File: src/rtl/core/sptq_pkg.sv
// ----------------------------------------------------------------------------
// sptq_pkg
// shared types and codes for the stable priority task queue
// ----------------------------------------------------------------------------
`timescale 1ns / 1ps

package sptq_pkg;

    localparam int unsigned PRIO_W   = 8;
    localparam int unsigned ID_W     = 16;
    localparam int unsigned FILL_W   = 5;
    localparam int unsigned STATUS_W = 2;

    localparam int unsigned S_TDATA_W = 24;
    localparam int unsigned M_TDATA_W = 32;
    localparam int unsigned M_TUSER_W = 3;

    localparam logic OP_SUBMIT = 1'b0;
    localparam logic OP_TAKE   = 1'b1;

    localparam logic [STATUS_W-1:0] ST_OK    = 2'd0;
    localparam logic [STATUS_W-1:0] ST_FULL  = 2'd1;
    localparam logic [STATUS_W-1:0] ST_EMPTY = 2'd2;

    typedef enum logic [1:0] {
        S_IDLE,
        S_SCAN,
        S_SHIFT,
        S_OUT
    } t_state;

endpackage

File: src/rtl/core/stable_priority_task_queue.sv
// ----------------------------------------------------------------------------
// stable_priority_task_queue
// bounded task queue served by priority, oldest first among equal priorities
// submit or failed take: goes straight from the transaction to the result
// take: scan of all N waiting tasks, then compaction of those after the winner unless the winner is newest
// the single store read port does the scan, then the compaction, one entry a cycle
// one item at a time; the next transaction is taken once the result is queued
// reset clears the count, the sequencer and the output stage; store is not cleared
// ----------------------------------------------------------------------------
`timescale 1ns / 1ps

module stable_priority_task_queue
    import sptq_pkg::*;
#(
    parameter int unsigned QUEUE_DEPTH  = 16,
    parameter int unsigned TASK_ID_BITS = 16
) (
    input  logic                 i_clk,
    input  logic                 i_rst_n,
    input  logic                 i_s_axis_tvalid,
    output logic                 o_s_axis_tready,
    // priority_req [7:0], task_id [23:8]
    input  logic [S_TDATA_W-1:0] i_s_axis_tdata,
    // op [0]
    input  logic                 i_s_axis_tuser,
    output logic                 o_m_axis_tvalid,
    input  logic                 i_m_axis_tready,
    // granted_task [15:0], granted_priority [23:16], fill_level [28:24], zero [31:29]
    output logic [M_TDATA_W-1:0] o_m_axis_tdata,
    // granted_valid [0], status [2:1]
    output logic [M_TUSER_W-1:0] o_m_axis_tuser
);

    localparam int unsigned AW    = (QUEUE_DEPTH > 1) ? $clog2(QUEUE_DEPTH) : 1;
    localparam int unsigned CNT_W = $clog2(QUEUE_DEPTH + 1);
    localparam int unsigned SW    = (TASK_ID_BITS < ID_W) ? TASK_ID_BITS : ID_W;
    localparam int unsigned EW    = PRIO_W + SW;

    t_state r_state, n_state;

    logic [CNT_W-1:0]  r_count, n_count;
    logic [CNT_W-1:0]  r_idx, n_idx;
    logic              r_rd_vld;
    logic [AW-1:0]     r_rd_idx;
    logic [EW-1:0]     r_rd_data;
    logic [AW-1:0]     r_best_idx, n_best_idx;
    logic [PRIO_W-1:0] r_best_prio, n_best_prio;
    logic [SW-1:0]     r_best_task, n_best_task;
    logic              r_res_grant, n_res_grant;
    logic [STATUS_W-1:0] r_res_status, n_res_status;
    logic              r_m_valid, n_m_valid;
    logic [M_TDATA_W-1:0] r_m_data, n_m_data;
    logic [M_TUSER_W-1:0] r_m_user, n_m_user;

    logic [EW-1:0] r_mem [QUEUE_DEPTH];

    logic              s_acc;
    logic              out_free;
    logic              rd_en;
    logic              rd_last;
    logic [CNT_W-1:0]  cnt_last;
    logic              is_full;
    logic              is_empty;
    logic [PRIO_W-1:0] rd_prio;
    logic [SW-1:0]     rd_task;
    logic              better;
    logic [AW-1:0]     scan_best_idx;
    logic              mem_we;
    logic [AW-1:0]     wr_addr;
    logic [EW-1:0]     wr_data;
    logic [PRIO_W-1:0] in_prio;
    logic [SW-1:0]     in_task;
    logic [ID_W-1:0]   in_task_full;

    assign o_s_axis_tready = (r_state == S_IDLE);
    assign o_m_axis_tvalid = r_m_valid;
    assign o_m_axis_tdata  = r_m_data;
    assign o_m_axis_tuser  = r_m_user;

    assign s_acc        = i_s_axis_tvalid && o_s_axis_tready;
    assign out_free     = !r_m_valid || i_m_axis_tready;
    assign cnt_last     = r_count - 1'b1;
    assign is_full      = (r_count == CNT_W'(QUEUE_DEPTH));
    assign is_empty     = (r_count == '0);
    assign rd_en        = ((r_state == S_SCAN) || (r_state == S_SHIFT)) && (r_idx < r_count);
    assign rd_last      = r_rd_vld && (CNT_W'(r_rd_idx) == cnt_last);
    assign rd_prio      = r_rd_data[EW-1:SW];
    assign rd_task      = r_rd_data[SW-1:0];
    assign better       = (r_rd_idx == '0) || (rd_prio > r_best_prio);
    assign scan_best_idx = better ? r_rd_idx : r_best_idx;
    assign in_prio      = i_s_axis_tdata[7:0];
    assign in_task_full = i_s_axis_tdata[23:8];
    assign in_task      = in_task_full[SW-1:0];

    // next state
    always_comb begin
        n_state = r_state;
        unique case (r_state)
            S_IDLE: begin
                if (s_acc) begin
                    if (i_s_axis_tuser == OP_TAKE && !is_empty) begin
                        n_state = S_SCAN;
                    end else begin
                        n_state = S_OUT;
                    end
                end
            end
            S_SCAN: begin
                if (rd_last) begin
                    n_state = (CNT_W'(scan_best_idx) == cnt_last) ? S_OUT : S_SHIFT;
                end
            end
            S_SHIFT: begin
                if (rd_last) begin
                    n_state = S_OUT;
                end
            end
            S_OUT: begin
                if (out_free) begin
                    n_state = S_IDLE;
                end
            end
        endcase
    end

    // datapath and outputs
    always_comb begin
        n_count      = r_count;
        n_idx        = r_idx;
        n_best_idx   = r_best_idx;
        n_best_prio  = r_best_prio;
        n_best_task  = r_best_task;
        n_res_grant  = r_res_grant;
        n_res_status = r_res_status;
        n_m_valid    = r_m_valid;
        n_m_data     = r_m_data;
        n_m_user     = r_m_user;
        mem_we       = 1'b0;
        wr_addr      = '0;
        wr_data      = '0;

        if (r_m_valid && i_m_axis_tready) begin
            n_m_valid = 1'b0;
        end

        unique case (r_state)
            S_IDLE: begin
                if (s_acc) begin
                    n_res_grant  = 1'b0;
                    n_res_status = ST_OK;
                    if (i_s_axis_tuser == OP_SUBMIT) begin
                        if (is_full) begin
                            n_res_status = ST_FULL;
                        end else begin
                            mem_we  = 1'b1;
                            wr_addr = r_count[AW-1:0];
                            wr_data = {in_prio, in_task};
                            n_count = r_count + 1'b1;
                        end
                    end else if (is_empty) begin
                        n_res_status = ST_EMPTY;
                    end else begin
                        n_res_grant = 1'b1;
                        n_idx       = '0;
                    end
                end
            end
            S_SCAN: begin
                if (rd_en) begin
                    n_idx = r_idx + 1'b1;
                end
                if (r_rd_vld && better) begin
                    n_best_idx  = r_rd_idx;
                    n_best_prio = rd_prio;
                    n_best_task = rd_task;
                end
                if (rd_last) begin
                    if (CNT_W'(scan_best_idx) == cnt_last) begin
                        n_count = cnt_last;
                    end else begin
                        n_idx = CNT_W'(scan_best_idx) + 1'b1;
                    end
                end
            end
            S_SHIFT: begin
                if (rd_en) begin
                    n_idx = r_idx + 1'b1;
                end
                if (r_rd_vld) begin
                    mem_we  = 1'b1;
                    wr_addr = r_rd_idx - 1'b1;
                    wr_data = r_rd_data;
                end
                if (rd_last) begin
                    n_count = cnt_last;
                end
            end
            S_OUT: begin
                if (out_free) begin
                    n_m_valid = 1'b1;
                    n_m_data  = {3'b000,
                                 FILL_W'(r_count),
                                 r_res_grant ? r_best_prio : {PRIO_W{1'b0}},
                                 r_res_grant ? ID_W'(r_best_task) : {ID_W{1'b0}}};
                    n_m_user  = {r_res_status, r_res_grant};
                end
            end
        endcase
    end

    // task store
    always_ff @(posedge i_clk) begin
        if (mem_we) begin
            r_mem[wr_addr] <= wr_data;
        end
        r_rd_data <= r_mem[r_idx[AW-1:0]];
    end

    always_ff @(posedge i_clk) begin
        if (!i_rst_n) begin
            r_state   <= S_IDLE;
            r_count   <= '0;
            r_idx     <= '0;
            r_rd_vld  <= 1'b0;
            r_m_valid <= 1'b0;
        end else begin
            r_state   <= n_state;
            r_count   <= n_count;
            r_idx     <= n_idx;
            r_rd_vld  <= rd_en;
            r_m_valid <= n_m_valid;
        end
    end

    always_ff @(posedge i_clk) begin
        r_rd_idx     <= r_idx[AW-1:0];
        r_best_idx   <= n_best_idx;
        r_best_prio  <= n_best_prio;
        r_best_task  <= n_best_task;
        r_res_grant  <= n_res_grant;
        r_res_status <= n_res_status;
        r_m_data     <= n_m_data;
        r_m_user     <= n_m_user;
    end

endmodule

File: config.mk
export PLATFORM = sky130hd
export DESIGN_NAME = stable_priority_task_queue
export DESIGN_NICKNAME = d
export VERILOG_FILES = /design/src/rtl/core/sptq_pkg.sv /design/src/rtl/core/stable_priority_task_queue.sv
export SDC_FILE = /design/constraint.sdc
export NUM_CORES = 1
export LEC_CHECK = 0
export ABC_AREA = 1
export BUFFER_PORTS_ARGS = -buffer_cell sky130_fd_sc_hd__buf_2
export CAP_MARGIN = 20
export CELL_PAD_IN_SITES_DETAIL_PLACEMENT = 1
export CELL_PAD_IN_SITES_GLOBAL_PLACEMENT = 2
export CORE_UTILIZATION = 44
export DETAILED_ROUTE_END_ITERATION = 10
export PLACE_DENSITY = 0.81
export SYNTH_ARGS = -nofsm -noshare
export SYNTH_HDL_FRONTEND = slang
export SYNTH_SLANG_ARGS = --single-unit
export TNS_END_PERCENT = 30
File: constraint.sdc
create_clock -name i_clk -period 4.7 [get_ports i_clk]
set_input_delay 0.94 -clock i_clk [delete_from_list [all_inputs] [get_ports i_clk]]
set_output_delay 0.94 -clock i_clk [all_outputs]
set_load 0.01 [all_outputs]
==> impl_metrics.tcl, run 1 <==
set metrics [dict create \
    status "finished, final reports clean" \
    yosysTopAreaCellShare 0.690 \
    drc_errors 0 \
    drive_above_1_share 0.125 \
    htreeDepth 2 \
    crit_top_cell "nand2_1" \
    grtUsageTotal 0.223 \
    crit_required_ps 4890 \
    whs_ps 423 \
    antenna_found_initial 3 \
    rsz0062_at_grt "no" \
    num_rows 76 \
    drt-met1-wl_um 21600 \
    fmax_mhz 313 \
    synth_cell_types 44 \
    mostFrequentLayoutCell "edfxtp_1" \
    post-place-ws_ps 1230 \
    drtIter0Drc 936 \
    grt_pass1_wl_um 74600 \
    yosys_warnings 0 \
    finClkSkew_ps 28.0 \
    cap_violations 0 \
    ctsResizeCount 0 \
    synth.cell_area_um2 19500 \
    first_global_vias 12400 \
    synth_enable_flop_cells 447 \
    dp_hpwl_um 28900 \
    synthTopCellsByArea "edfxtp_1 69%, nor2_1 4.8%, dfxtp_1 4.3%, nand2_1 2.8%, o21ai_0 2.8%" \
    slew_headroom 0.266 \
    period_needed_ps 3190 \
    wl_um 49200 \
    cts_tree "done" \
    end_kind "flop" \
    synth-seq-cells 489 \
    wl_per_cell_um 22.9 \
    routed-wl-met2_um 23600 \
    most-common-layout-cells "447 x edfxtp_1, 230 x nor2_1, 147 x nand2_1" \
    hp-class "reg2reg" \
    cts_buffers 51 \
    finalSetupViolCount 0 \
    io_pins 66 \
    powerDensity_nw_per_um2 493 \
    synth_cells 1471 \
    clock_latency_ps 590 \
    critPathKind "reg2reg" \
    start_util 0.449 \
    tightestPinTransition_ps 1100 \
    synthArstFlopShare 0 \
    port_buffers 62 \
    max_stage_delay_ps 890 \
    synth_flop_cell "edfxtp_1" \
    crit_fanout 24 \
    critPathLaunchType "flop" \
    dr.pass1.iters 5 \
    gp_congestion 0.798 \
    finalMaxSlewViolations 0 \
    slowest_stage "nor2_4" \
    cts_hold_buf 0 \
    worstPathCellList "clkinv_2 -> ha_1 -> nand4_1 -> nand2_1 -> o22ai_1 -> nand2_1 -> nor2_4" \
    die_w_um 212 \
    design.core.area_um2 43400 \
    p_leak_nw 7.70 \
    clockRootBuffer "clkbuf_16" \
    via_per_inst 5.57 \
    syn_area_per_cell_um2 13.2 \
    antenna_left 0 \
    setup_slack_ps 1510 \
    grt_max_degree 146 \
    ys_seq_area_frac 0.733 \
    finalSetupTns_ps 0 \
    die_area_um2 45100 \
    die_h_um 212 \
    cts_setup_buffers 0 \
    final_hold_viol_count 0 \
    yosys.area.top_type "edfxtp_1" \
    vdd_drop_max_mv 0.286 \
    nets 1571 \
    worstPathArrival_ps 3380 \
    period_share 0.680 \
    met3WireLength_um 3040 \
    clock_path_buffers 3 \
    topRoutingLayerUsed "met5" \
    grt_overflow 0 \
    clk_pin_slew_ps 70 \
    num_vias 12000 \
    clock-sinks 489 \
    power_w 0.0109 \
    syn_to_final_growth_pct 13.8 \
]
critical path: cells and delay by family (launching register included):
| kind | cells | cell delay (ps) |
|---|---|---|
| flops | 1 | 480 |
| buf+inv | 1 | 180 |
| simple gates | 4 | 1580 |
| compound gates | 1 | 290 |
| fa+ha+maj | 1 | 270 |
through the flow:
step                utilization  cell area, µm²  cells
finish                    0.511           22100   2148
global route              0.511           22100   2147
CTS                       0.510           22100   2146
detailed placement        0.471           20400   2052
global placement          0.471           20400   2051
floorplan                     -           19500   1473
state kept, by name, summed over array words and instances, names as in the netlist, 2 cells and up:
| name | flops |
|---|---|
| o_m_axis_tdata | 29 |
| o_m_axis_tuser | 3 |
| r_best_idx | 4 |
| r_best_prio | 8 |
| r_best_task | 16 |
| r_count | 5 |
| r_idx | 5 |
| r_mem | 384 |
| r_rd_data | 24 |
| r_rd_idx | 4 |
| r_res_status | 2 |
| r_state | 2 |
where the power goes:
| group | internal (W) | switching (W) | total (W) |
|---|---|---|---|
| clock | 0.00237 | 0.00167 | 0.00404 |
| sequential | 0.00527 | 0.000210 | 0.00548 |
| combinational | 0.000412 | 0.00100 | 0.00141 |
cell usage after synthesis, types with 7 or more instances:
cell,count
edfxtp_1,447
nor2_1,247
nand2_1,147
o21ai_0,107
inv_1,75
nand3_1,63
clkbuf_1,62
o32ai_1,56
dfxtp_1,42
mux2i_1,40
o221ai_1,40
a22o_1,23
ha_1,21
a21oi_1,16
buf_1,10
xor2_1,10
o211ai_1,8
nand4_1,7
routing by layer:
metal  vias to the layer above  track usage
li1                       5507            -
met1                      6070        0.302
met2                       304        0.367
met3                        72       0.0440
met4                         2       0.0583
met5                         -            0
final timing paths:
path                                      start                           to  slack [ps]  depth (start not counted)
setup / recovery        r_count[0]$_SDFFE_PN0P_      r_mem[13][22]$_DFFE_PP_        1510                          7
hold / removal    r_res_status[0]$_SDFFCE_PP0P_  o_m_axis_tuser[1]$_DFFE_PP_         420                          0
setup reg to reg        r_count[0]$_SDFFE_PN0P_      r_mem[13][22]$_DFFE_PP_        1510                          7
hold reg to reg   r_res_status[0]$_SDFFCE_PP0P_  o_m_axis_tuser[1]$_DFFE_PP_         420                          0
final cells by class:
cell class              count  area, µm²
inverters                  84        319
multi-input cells         819       4700
clock buffers              66       1390
diodes                      1       2.50
clock inverters            28        282
flip-flops and latches    489      14300
fillers                  4336      21200
well taps                 585        732
repair buffers             76        445
cell families (layout without fill, tap and decap cells):
logic type	after synthesis	count (layout)	share of synthesized area
flops	489	489	0.733
xor+xnor	13	13	0.00624
buf+inv	165	254	0.0329
fa+ha+maj	21	21	0.0135
simple gates	477	477	0.0998
other cells	1	4	0.000193
mux	41	41	0.0212
compound gates	264	264	0.0934
(Power assumes the default switching activity.)
==> inputs of run 2 (changes only) <==
Clock period 4.7 ns to 3.2 ns, I/O delays scaled along.
==> run 2 against run 1 <==
Compared with the run above:
- count of clock-buffer cells in the layout grew 6
- routed wire length grew 3.1%
- global-route usage grew 0.87 points
- clock power up 42%
- register-to-register slack got worse by 1200 ps
==> impl_metrics.tcl, run 2 (same netlist as run 1, synthesis figures left out) <==
set metrics [dict create \
    power_w 0.0160 \
    clockRootBuffer "clkbuf_16" \
    drtIter0Drc 1055 \
    finalMaxSlewViolations 0 \
    finalSetupViolCount 0 \
    clock_latency_ps 590 \
    via_per_inst 5.59 \
    cts_hold_buf 0 \
    powerDensity_nw_per_um2 713 \
    period_share 0.899 \
    start_util 0.449 \
    clock_path_buffers 3 \
    layout.cells.non_filler 2176 \
    nets 1601 \
    antenna_left 0 \
    largest_reg_flops 384 \
    num_rows 76 \
    worstPathArrival_ps 3110 \
    setup_slack_ps 324 \
    dp_hpwl_um 30400 \
    io_pins 66 \
    dr.pass1.iters 5 \
    cap_violations 0 \
    gp_congestion 0.793 \
    cts_setup_buffers 0 \
    design.core.area_um2 43400 \
    end_kind "flop" \
    met3WireLength_um 2410 \
    crit_fanout 24 \
    topRoutingLayerUsed "met5" \
    die_area_um2 45100 \
    drt-met1-wl_um 22600 \
    die_w_um 212 \
    tightestPinTransition_ps 1110 \
    grt_max_degree 198 \
    port_buffers 62 \
    htreeDepth 2 \
    first_global_vias 12700 \
    clk_pin_slew_ps 60 \
    period_needed_ps 2880 \
    slew_headroom 0.258 \
    grt_pass1_wl_um 76900 \
    grtUsageTotal 0.231 \
    post-place-ws_ps 329 \
    cts_buffers 49 \
    status "finished, final reports clean" \
    p_leak_nw 7.83 \
    ctsResizeCount 0 \
    rsz0062_at_grt "no" \
    dp_cells 2085 \
    num-fill-cells 4347 \
    syn_to_final_growth_pct 15.2 \
    clock-sinks 489 \
    cts_tree "done" \
    critPathKind "reg2reg" \
    num_vias 12200 \
    wl_um 50700 \
    crit_required_ps 3440 \
    antenna_found_initial 1 \
    grt_overflow 0 \
    fmax_mhz 348 \
    hp-class "in2reg" \
    finClkSkew_ps 12.0 \
    die_h_um 212 \
    critPathLaunchType "flop" \
    wl_per_cell_um 23.3 \
    drive_above_1_share 0.134 \
    final_hold_viol_count 0 \
    vdd_drop_max_mv 0.369 \
    mostFrequentLayoutCell "edfxtp_1" \
    top_register "r_mem" \
    most-common-layout-cells "447 x edfxtp_1, 230 x nor2_1, 147 x nand2_1" \
    diodes 0 \
    finalSetupTns_ps 0 \
    routed-wl-met2_um 24600 \
    drc_errors 0 \
]
[run 2: cell types whose count changed in the layout (fill, tap and decap cells not counted), moves of 4 or more]
| cell | before | now |
|---|---|---|
| buf_12 | 1 | 11 |
| clkinv_1 | 9 | 13 |
| clkinv_2 | 14 | 3 |
| clkbuf_1 | 9 | 16 |
| buf_4 | 11 | 35 |
[run 2: stage by stage]
step / util / hold WS, ps / cell area, µm²
finish: 0.517 / 340 / 22400
global route: 0.517 / 338 / 22400
CTS: 0.517 / 320 / 22400
detailed placement: 0.480 / 411 / 20800
global placement: 0.480 / 409 / 20800
floorplan: - / 352 / 19500
[run 2: worst paths after layout]
path	cells after the start	startpoint	end	slack, ps
max	8	r_count[0]$_SDFFE_PN0P_	r_mem[7][4]$_DFFE_PP_	320
min	3	i_rst_n	r_count[2]$_SDFFE_PN0P_	340
max reg2reg	8	r_count[0]$_SDFFE_PN0P_	r_mem[7][4]$_DFFE_PP_	320
min reg2reg	0	r_res_status[0]$_SDFFCE_PP0P_	o_m_axis_tuser[1]$_DFFE_PP_	420
[run 2: report_power, final]
group | total (W) | switching [W] | internal (W)
clock network | 0.00573 | 0.00237 | 0.00335
registers | 0.00802 | 0.000295 | 0.00773
logic | 0.00224 | 0.00156 | 0.000670
[run 2: per-layer routing]
metal / global-route usage / up-vias
met5: 0 / -
met4: 0.0608 / 2
met3: 0.0381 / 71
met2: 0.387 / 305
met1: 0.313 / 6200
li1: - / 5575
[run 2: area by class of cell]
| cell class | instances | area, µm² | share of cell area |
|---|---|---|---|
| flip-flops and latches | 489 | 14300 | 0.637 |
| multi-input cells | 819 | 4710 | 0.210 |
| clock buffers | 72 | 1410 | 0.0627 |
| repair buffers | 108 | 793 | 0.0354 |
| well taps | 585 | 732 | 0.0327 |
| inverters | 84 | 319 | 0.0142 |
| clock inverters | 19 | 188 | 0.00837 |
[run 2: critical path, stage by stage (launching register included)]
cell and delay (ps):
dfxtp_1 480, clkinv_2 200, ha_1 280, nand4_1 170, nand2_1 200, o22ai_1 300, nand2_1 320, nor2_4 180
buf_4 380
